File: src/hdl/gsps_pkg.sv
// Gas sensor poll sequencer: shared types, codes and the CRC-8 byte step.
// No dependencies; imported by every module of the block.
`timescale 1ns / 1ps
`default_nettype none

package gsps_pkg;

    typedef enum logic [2:0] {
        PH_IDLE = 3'd0,
        PH_SRST = 3'd1,
        PH_INIT = 3'd2,
        PH_MEAS = 3'd3,
        PH_READ = 3'd4
    } t_phase;

    typedef enum logic [2:0] {
        ACT_NONE = 3'd0,
        ACT_SRST = 3'd1,
        ACT_INIT = 3'd2,
        ACT_MEAS = 3'd3,
        ACT_READ = 3'd4
    } t_action;

    typedef enum logic [1:0] {
        CMD_TICK    = 2'd0,
        CMD_RESTART = 2'd1,
        CMD_CLR_MAX = 2'd2,
        CMD_UNUSED  = 2'd3
    } t_cmd;

    localparam logic [3:0] TIMEOUT_RST = 4'd5;
    localparam logic [7:0] CRC_POLY    = 8'h31;
    localparam logic [7:0] CRC_INIT    = 8'hFF;

    typedef struct packed {
        logic [7:0] voc_check;
        logic [7:0] voc_low;
        logic [7:0] voc_high;
        logic       bus_ack;
        logic [1:0] cmd;
    } t_item;

    typedef struct packed {
        logic [15:0] voc_peak;
        logic [15:0] voc_value;
        logic        value_valid;
        logic        ready_res;
        logic [2:0]  phase_now;
        logic [2:0]  bus_action;
    } t_result;

    function automatic logic [7:0] crc8_byte(input logic [7:0] crc, input logic [7:0] data);
        logic [7:0] c;
        c = crc ^ data;
        for (int b = 0; b < 8; b++) begin
            if (c[7]) begin
                c = {c[6:0], 1'b0} ^ CRC_POLY;
            end else begin
                c = {c[6:0], 1'b0};
            end
        end
        return c;
    endfunction

endpackage

`default_nettype wire

File: src/hdl/gsps_crc8.sv
// CRC-8 check (poly 0x31, init 0xFF) over the high then the low VOC byte.
// Depends on gsps_pkg.
`timescale 1ns / 1ps
`default_nettype none

module gsps_crc8 (
    input  wire logic [7:0] i_high,
    input  wire logic [7:0] i_low,
    input  wire logic [7:0] i_check,
    output logic            o_match
);
    import gsps_pkg::*;

    logic [7:0] crc_hi;
    logic [7:0] crc_lo;

    assign crc_hi  = crc8_byte(CRC_INIT, i_high);
    assign crc_lo  = crc8_byte(crc_hi, i_low);
    assign o_match = (crc_lo == i_check);

endmodule

`default_nettype wire

File: src/hdl/gsps_step.sv
// Sequencer state, per-request next-state logic and the result register.
// Depends on gsps_pkg and gsps_crc8.
`timescale 1ns / 1ps
`default_nettype none

module gsps_step (
    input  wire logic             i_clk,
    input  wire logic             i_rst_n,
    input  wire logic [3:0]       i_limit,
    input  wire logic             i_vld,
    input  wire gsps_pkg::t_item  i_item,
    output logic                  o_take,
    output logic                  o_vld,
    input  wire logic             i_rdy,
    output gsps_pkg::t_result     o_res
);
    import gsps_pkg::*;

    t_phase      r_phase, n_phase;
    logic [3:0]  r_stall, n_stall;
    logic [15:0] r_last, n_last;
    logic [15:0] r_peak, n_peak;
    logic        r_out_vld;
    t_result     r_res, n_res;
    t_action     act;
    logic        valid;
    logic        crc_ok;
    logic [15:0] word;
    t_phase      ph_in;

    gsps_crc8 u_crc (
        .i_high  (i_item.voc_high),
        .i_low   (i_item.voc_low),
        .i_check (i_item.voc_check),
        .o_match (crc_ok)
    );

    assign o_take = i_vld && (!r_out_vld || i_rdy);
    assign word   = {i_item.voc_high, i_item.voc_low};
    assign ph_in  = (t_cmd'(i_item.cmd) == CMD_RESTART) ? PH_IDLE : r_phase;

    always_comb begin
        n_phase = r_phase;
        n_stall = r_stall;
        n_last  = r_last;
        n_peak  = r_peak;
        act     = ACT_NONE;
        valid   = 1'b0;
        unique case (t_cmd'(i_item.cmd))
            CMD_CLR_MAX: begin
                n_peak = '0;
            end
            CMD_TICK, CMD_RESTART: begin
                n_phase = ph_in;
                if (r_stall >= i_limit) begin
                    n_phase = PH_SRST;
                    n_stall = '0;
                end else begin
                    n_stall = r_stall + 4'd1;
                    unique case (ph_in)
                        PH_SRST: begin
                            act = ACT_SRST;
                            if (i_item.bus_ack) begin
                                n_phase = PH_INIT;
                                n_stall = '0;
                            end
                        end
                        PH_INIT: begin
                            act = ACT_INIT;
                            if (i_item.bus_ack) begin
                                n_phase = PH_MEAS;
                                n_stall = '0;
                            end
                        end
                        PH_MEAS: begin
                            act = ACT_MEAS;
                            if (i_item.bus_ack) begin
                                n_phase = PH_READ;
                                n_stall = '0;
                            end
                        end
                        PH_READ: begin
                            act = ACT_READ;
                            if (i_item.bus_ack) begin
                                n_stall = '0;
                                if (crc_ok) begin
                                    n_last  = word;
                                    valid   = 1'b1;
                                    n_phase = PH_MEAS;
                                    if (word > r_peak) begin
                                        n_peak = word;
                                    end
                                end
                            end
                        end
                        default: begin
                            n_phase = PH_INIT;
                        end
                    endcase
                end
            end
            default: begin
            end
        endcase
        n_res.bus_action  = act;
        n_res.phase_now   = n_phase;
        n_res.ready_res   = (n_phase == PH_MEAS);
        n_res.value_valid = valid;
        n_res.voc_value   = n_last;
        n_res.voc_peak    = n_peak;
    end

    always_ff @(posedge i_clk) begin
        if (!i_rst_n) begin
            r_phase   <= PH_IDLE;
            r_stall   <= '0;
            r_last    <= '0;
            r_peak    <= '0;
            r_out_vld <= 1'b0;
        end else begin
            if (o_take) begin
                r_phase   <= n_phase;
                r_stall   <= n_stall;
                r_last    <= n_last;
                r_peak    <= n_peak;
                r_out_vld <= 1'b1;
            end else if (i_rdy) begin
                r_out_vld <= 1'b0;
            end
        end
    end

    always_ff @(posedge i_clk) begin
        if (o_take) begin
            r_res <= n_res;
        end
    end

    assign o_vld = r_out_vld;
    assign o_res = r_res;

`ifndef SYNTH
    a_valid_read: assert property (@(posedge i_clk) disable iff (!i_rst_n)
        (r_out_vld && r_res.value_valid) |->
        (r_res.bus_action == ACT_READ && r_res.phase_now == PH_MEAS))
        else $error("accepted reading without a read transfer");

    a_peak_bound: assert property (@(posedge i_clk) disable iff (!i_rst_n)
        (r_out_vld && r_res.value_valid) |-> (r_res.voc_peak >= r_res.voc_value))
        else $error("peak below accepted reading");

    a_clear_peak: assert property (@(posedge i_clk) disable iff (!i_rst_n)
        (o_take && t_cmd'(i_item.cmd) == CMD_CLR_MAX) |=> (r_peak == '0))
        else $error("clear did not zero the peak");
`endif

endmodule

`default_nettype wire

File: src/hdl/gas_sensor_poll_sequencer_unit.sv
// Gas sensor poll sequencer top level: input register, limit register, step stage.
// Depends on gsps_pkg and gsps_step.
//
// Usage:
//  - Requests enter on the s-side stream; each gives exactly one result on the
//    m-side stream. tuser carries cmd, tdata the acknowledge and the VOC bytes.
//  - The timeout limit is written on the cfg channel (always ready); the user
//    must write it only while idle, the block does not enforce this.
//  - A request passes the input register, then the result register, which is
//    loaded together with the sequencer state.
//  - Throughput: one request per cycle while the receiver takes results; the
//    phase, stall counter and peak registers update with each request.
//  - When the receiver stalls, the result register holds and the input
//    register still takes one more request; tready then drops until the
//    result is taken.
//  - Reset (i_rst_n low, synchronous): phase idle, stall count, last and peak
//    readings zero, timeout limit 5, both stages empty.
`timescale 1ns / 1ps
`default_nettype none

module gas_sensor_poll_sequencer_unit (
    input  wire logic        i_clk,
    input  wire logic        i_rst_n,
    input  wire logic        i_cfg_valid,
    output logic             o_cfg_ready,
    input  wire logic [3:0]  i_cfg_data,   // timeout_limit
    input  wire logic        s_axis_tvalid,
    output logic             s_axis_tready,
    input  wire logic [31:0] s_axis_tdata, // bus_ack, voc_high, voc_low, voc_check, zero pad
    input  wire logic [1:0]  s_axis_tuser, // cmd
    output logic             m_axis_tvalid,
    input  wire logic        m_axis_tready,
    output logic [39:0]      m_axis_tdata  // bus_action, phase_now, ready_res, value_valid,
                                           // voc_value, voc_peak
);
    import gsps_pkg::*;

    logic [3:0] r_limit;
    logic       r_in_vld;
    t_item      r_item;
    logic       step_take;
    t_result    res;
    logic       s_fire;

    assign o_cfg_ready   = 1'b1;
    assign s_axis_tready = !r_in_vld || step_take;
    assign s_fire        = s_axis_tvalid && s_axis_tready;

    always_ff @(posedge i_clk) begin
        if (!i_rst_n) begin
            r_limit  <= TIMEOUT_RST;
            r_in_vld <= 1'b0;
        end else begin
            if (i_cfg_valid) begin
                r_limit <= i_cfg_data;
            end
            if (s_fire) begin
                r_in_vld <= 1'b1;
            end else if (step_take) begin
                r_in_vld <= 1'b0;
            end
        end
    end

    always_ff @(posedge i_clk) begin
        if (s_fire) begin
            r_item.cmd       <= s_axis_tuser;
            r_item.bus_ack   <= s_axis_tdata[0];
            r_item.voc_high  <= s_axis_tdata[8:1];
            r_item.voc_low   <= s_axis_tdata[16:9];
            r_item.voc_check <= s_axis_tdata[24:17];
        end
    end

    gsps_step u_step (
        .i_clk   (i_clk),
        .i_rst_n (i_rst_n),
        .i_limit (r_limit),
        .i_vld   (r_in_vld),
        .i_item  (r_item),
        .o_take  (step_take),
        .o_vld   (m_axis_tvalid),
        .i_rdy   (m_axis_tready),
        .o_res   (res)
    );

    assign m_axis_tdata = res;

endmodule

`default_nettype wire
File: config.mk
export PLATFORM = sky130hd
export DESIGN_NAME = gas_sensor_poll_sequencer_unit
export DESIGN_NICKNAME = d
export VERILOG_FILES = /design/src/hdl/gsps_pkg.sv /design/src/hdl/gsps_crc8.sv /design/src/hdl/gsps_step.sv /design/src/hdl/gas_sensor_poll_sequencer_unit.sv
export SDC_FILE = /design/constraint.sdc
export NUM_CORES = 1
export LEC_CHECK = 0
export ABC_AREA = 1
export BUFFER_PORTS_ARGS = -buffer_cell sky130_fd_sc_hd__buf_2
export CAP_MARGIN = 20
export CORE_ASPECT_RATIO = 1.5
export CORE_MARGIN = 2
export CORE_UTILIZATION = 60
export CTS_BUF_LIST = sky130_fd_sc_hd__clkbuf_4 sky130_fd_sc_hd__clkbuf_8
export CTS_CLUSTER_DIAMETER = 40
export DETAILED_ROUTE_END_ITERATION = 10
export PLACE_DENSITY_LB_ADDON = 0.15
export SYNTH_ARGS = -nofsm -noshare
export SYNTH_HDL_FRONTEND = slang
export SYNTH_SLANG_ARGS = --single-unit
File: constraint.sdc
create_clock -name i_clk -period 2.9 [get_ports i_clk]
set_input_delay 0.58 -clock i_clk [delete_from_list [all_inputs] [get_ports i_clk]]
set_output_delay 0.58 -clock i_clk [all_outputs]
set_load 0.005 [all_outputs]
==> results.toml <==
[synth]
synth_top_cell_area_share_pct = 33.18
yosysWarnings = 0
synth_top_area_cell = "edfxtp_1"
synth_nets = 830
ys_seq_elements = 112
syn_avg_cell_area_um2 = 7.916
synthDistinctLibCells = 39
synth_area_um2 = 6063
ys_seq_area_share_pct = 48.04
synthTopCellsByArea = "edfxtp_1, dfxtp_1, nand2_1, nand3_1, inv_1"
netlist_instances = 766

[power_and_ir_drop]
power_switching_share_pct = 30.97
p_seq_share_pct = 51.1
peakVddDrop_mv = 0.3686
internal-power_mw = 2.491
power.density_nw_per_um2 = 498.2
power_frac_clock_pct = 27.3
power_frac_comb_pct = 21.6
switchingPower_mw = 1.118
p_leak_nw = 3.663

[status]
status = "finished clean"

[drt]
firstDrtPassIters = 6
drt-total-wl_um = 14910
vias = 5480
ant_nets = 0
via_per_inst = 5.513
drc = 0
post_drt_wl_per_cell_um = 15.00
drt-initial-drc-count = 366

[timing]
period_share_pct = 94.64
fin_skew_ns = 0.01529
setup_viol = 0
finalCriticalPeriod_ns = 2.745
max-slew-margin-rel_pct = 50.95
fmax_ghz = 0.3643
hold_ws_ns = 0.3619
worst_pin_slew_ns = 0.7347
finalHoldViolCount = 0
final_max_slew_viol_count = 0

[place]
dp_hpwl_um = 10230
portBuffers = 77
dp.cells = 953
place.gp.congestion = 0.8901
postPlaceCellArea_um2 = 6608

[cts]
clock-sinks = 112
cts_buffers = 9
cts_max_path_buffers = 2
clkTransAtPathRegs_ns = 0.12
htree_levels = 3
cts_tree = "done"
clk_latency_ns = 0.39
cts_hold_buf = 0
cts-root-buf = "clkbuf_8"

[cells_and_area]
final_area_um2 = 7244
syn_to_final_growth_pct = 19.48
nNetsFinal = 936
insertedDiodeCount = 0
post-route-util_pct = 72.69
stdcell_count = 994
drive_above_1_share_pct = 26.45

[setup_path]
worstSetupStartpointType = "flip-flop"
rr_worst_depth = 21
critPathMaxFanout = 5
r2r-start = "r_item[7]$_DFFE_PP_"
r2r-end = "u_step.o_res[24]$_DFFE_PP_"
reg2reg_setup_slack_ns = 0.16
critPathKind = "flip-flop to flip-flop"
required_ns = 3.05
cp_data_arrival_time_ns = 2.90
end_kind = "flip-flop"

[floorplan]
die_x_um = 86.08
rows = 45
start_util_pct = 60.84
fp.dieH_um = 127.1
ios = 86
dieArea_um2 = 10940
core-area_um2 = 9966

[global_route]
grt_max_degree = 75
overflow = 0
grt_pass1_vias = 5024
grt_antenna_before_repair = 0
grtUsageTotal_pct = 26.31
grt_pass1_wl_um = 22780

[job]
cap_violations = 0

[min_path]
hold_path_end = "r_item[7]$_DFFE_PP_"
hold_depth = 1
min_path_type = "input pin to flip-flop"
hold_start = "s_axis_tdata[5]"
==> kinds of logic after synthesis <==
family	synth area share (%)
AND/OR/NAND/NOR	31.39
buffers and inverters	8.337
flip-flops	48.04
AO/OA/AOI/OAI	6.665
adder cells (fa/ha/maj)	4.333
XOR/XNOR	1.011
other	0.06185
multiplexers	0.1651
==> routing by layer <==
layer  wire [µm]  share of wire [%]  track usage (%)  up-vias
met2        7648                 51            45.10      198
li1            -                  -                -     2715
met3         779                5.2            4.780       36
met1        6053                 41            31.71     2531
met4         425                2.9            12.14        0
met5           0                  0                0        -
==> critical path, stage by stage, from the launching register on <==
cell      delay [ns]
edfxtp_1        0.47
buf_4           0.17
nand2_1         0.10
nand2_2         0.08
nand2_1         0.08
nand2_2         0.08
nand2_2         0.12
nand2_4         0.08
nand2_2         0.07
nand2_2         0.07
inv_2           0.06
nand2_2         0.06
nand3_2         0.06
nand2_1         0.05
nor2_1          0.09
nand2_1         0.09
nor2_4          0.25
buf_6           0.14
buf_4           0.10
nand4_1         0.10
nand3_2         0.11
nand2_1         0.07
==> state kept, by name (all words and copies together) (netlist names) <==
signal          flops
u_step.o_res       40
r_item             27
r_in_vld            1
u_step.r_last      16
u_step.r_stall      4
r_limit             4
u_step.o_vld        1
u_step.r_peak      16
u_step.r_phase      3
==> power groups by stage <==
stage          clock, mW  sequential (mW)  combinational [mW]
2_1_floorplan          0             1.87               0.490
3_3_place_gp           0             1.88               0.662
3_5_place_dp           0             1.88               0.683
4_1_cts             1.00             1.84               0.695
5_1_grt             1.05             1.85               0.875
6_report           0.986             1.85               0.778
==> how the worst max path moves through the flow <==
stage	depth (start not counted)	start	end
6_report	21	r_item[7]$_DFFE_PP_	u_step.o_res[24]$_DFFE_PP_
5_1_grt	21	r_item[6]$_DFFE_PP_	u_step.r_peak[9]$_SDFFE_PN0P_
4_1_cts	22	r_item[4]$_DFFE_PP_	u_step.r_last[15]$_SDFFE_PN0P_
3_5_place_dp	22	r_item[10]$_DFFE_PP_	u_step.r_last[15]$_SDFFE_PN0P_
3_3_place_gp	22	r_item[8]$_DFFE_PP_	u_step.r_last[10]$_SDFFE_PN0P_
2_1_floorplan	5	m_axis_tready	u_step.o_res[0]$_SDFFCE_PP0P_
==> cells in the mapped netlist (all sizes together) <==
cell and number:
nor2 54, a311oi 1, clkinv 2, inv 106
o221a 1, xor2 4, nor4 1, a31oi 1
xnor2 3, ha 21, nand2 252, nor3b 1
edfxtp 67, a21oi 39, o211ai 1, dfxtp 45
a21boi 1, nor3 6, mux2i 1, nand4 17
nand3 92, o21a 2, conb 1, clkbuf 10
buf 10, o21ai 26, nor4b 1
==> layout by cell type (no fill, tap or decap), types with 3 or more instances in the layout <==
cell	count
dfxtp_1	45
nor3_1	6
clkbuf_8	9
nand2_4	7
xor2_1	4
o21ai_0	10
o21ai_1	10
edfxtp_1	67
nand3_1	79
nand3_2	12
buf_4	29
ha_1	21
nand2_2	58
inv_2	9
a21oi_1	38
buf_6	5
inv_1	97
nor2_4	3
nor2_1	51
inv_6	3
buf_2	77
nand2_1	187
nand4_1	17
o21ai_2	6
==> timing repair <==
item | in CTS | in global routing
setup endpoints to repair | 28 | 67
resized for setup | 0 | 69
buffers inserted | 4 | 19
gates cloned | 0 | 2
pin swaps | 0 | 19
==> stage by stage <==
step	TNS (ns)	setup WS, ns	power, mW
floorplan	0	0.1787	2.360
global placement	0	0.08906	2.544
detailed placement	-0.08373	-0.03081	2.567
CTS	0	0.05162	3.540
global route	-0.3735	-0.03827	3.779
finish	0	0.1553	3.609
==> cell type report <==
cell class              count  area (µm²)
multi-input cells         528        2858
clock inverters             7       86.33
clock buffers               9       123.9
inverters                 108       417.9
well taps                 117       146.4
repair buffers            113       699.4
flip-flops and latches    112        2913
fillers                   755        2721
No activity file was read; power rests on OpenSTA's default activity.
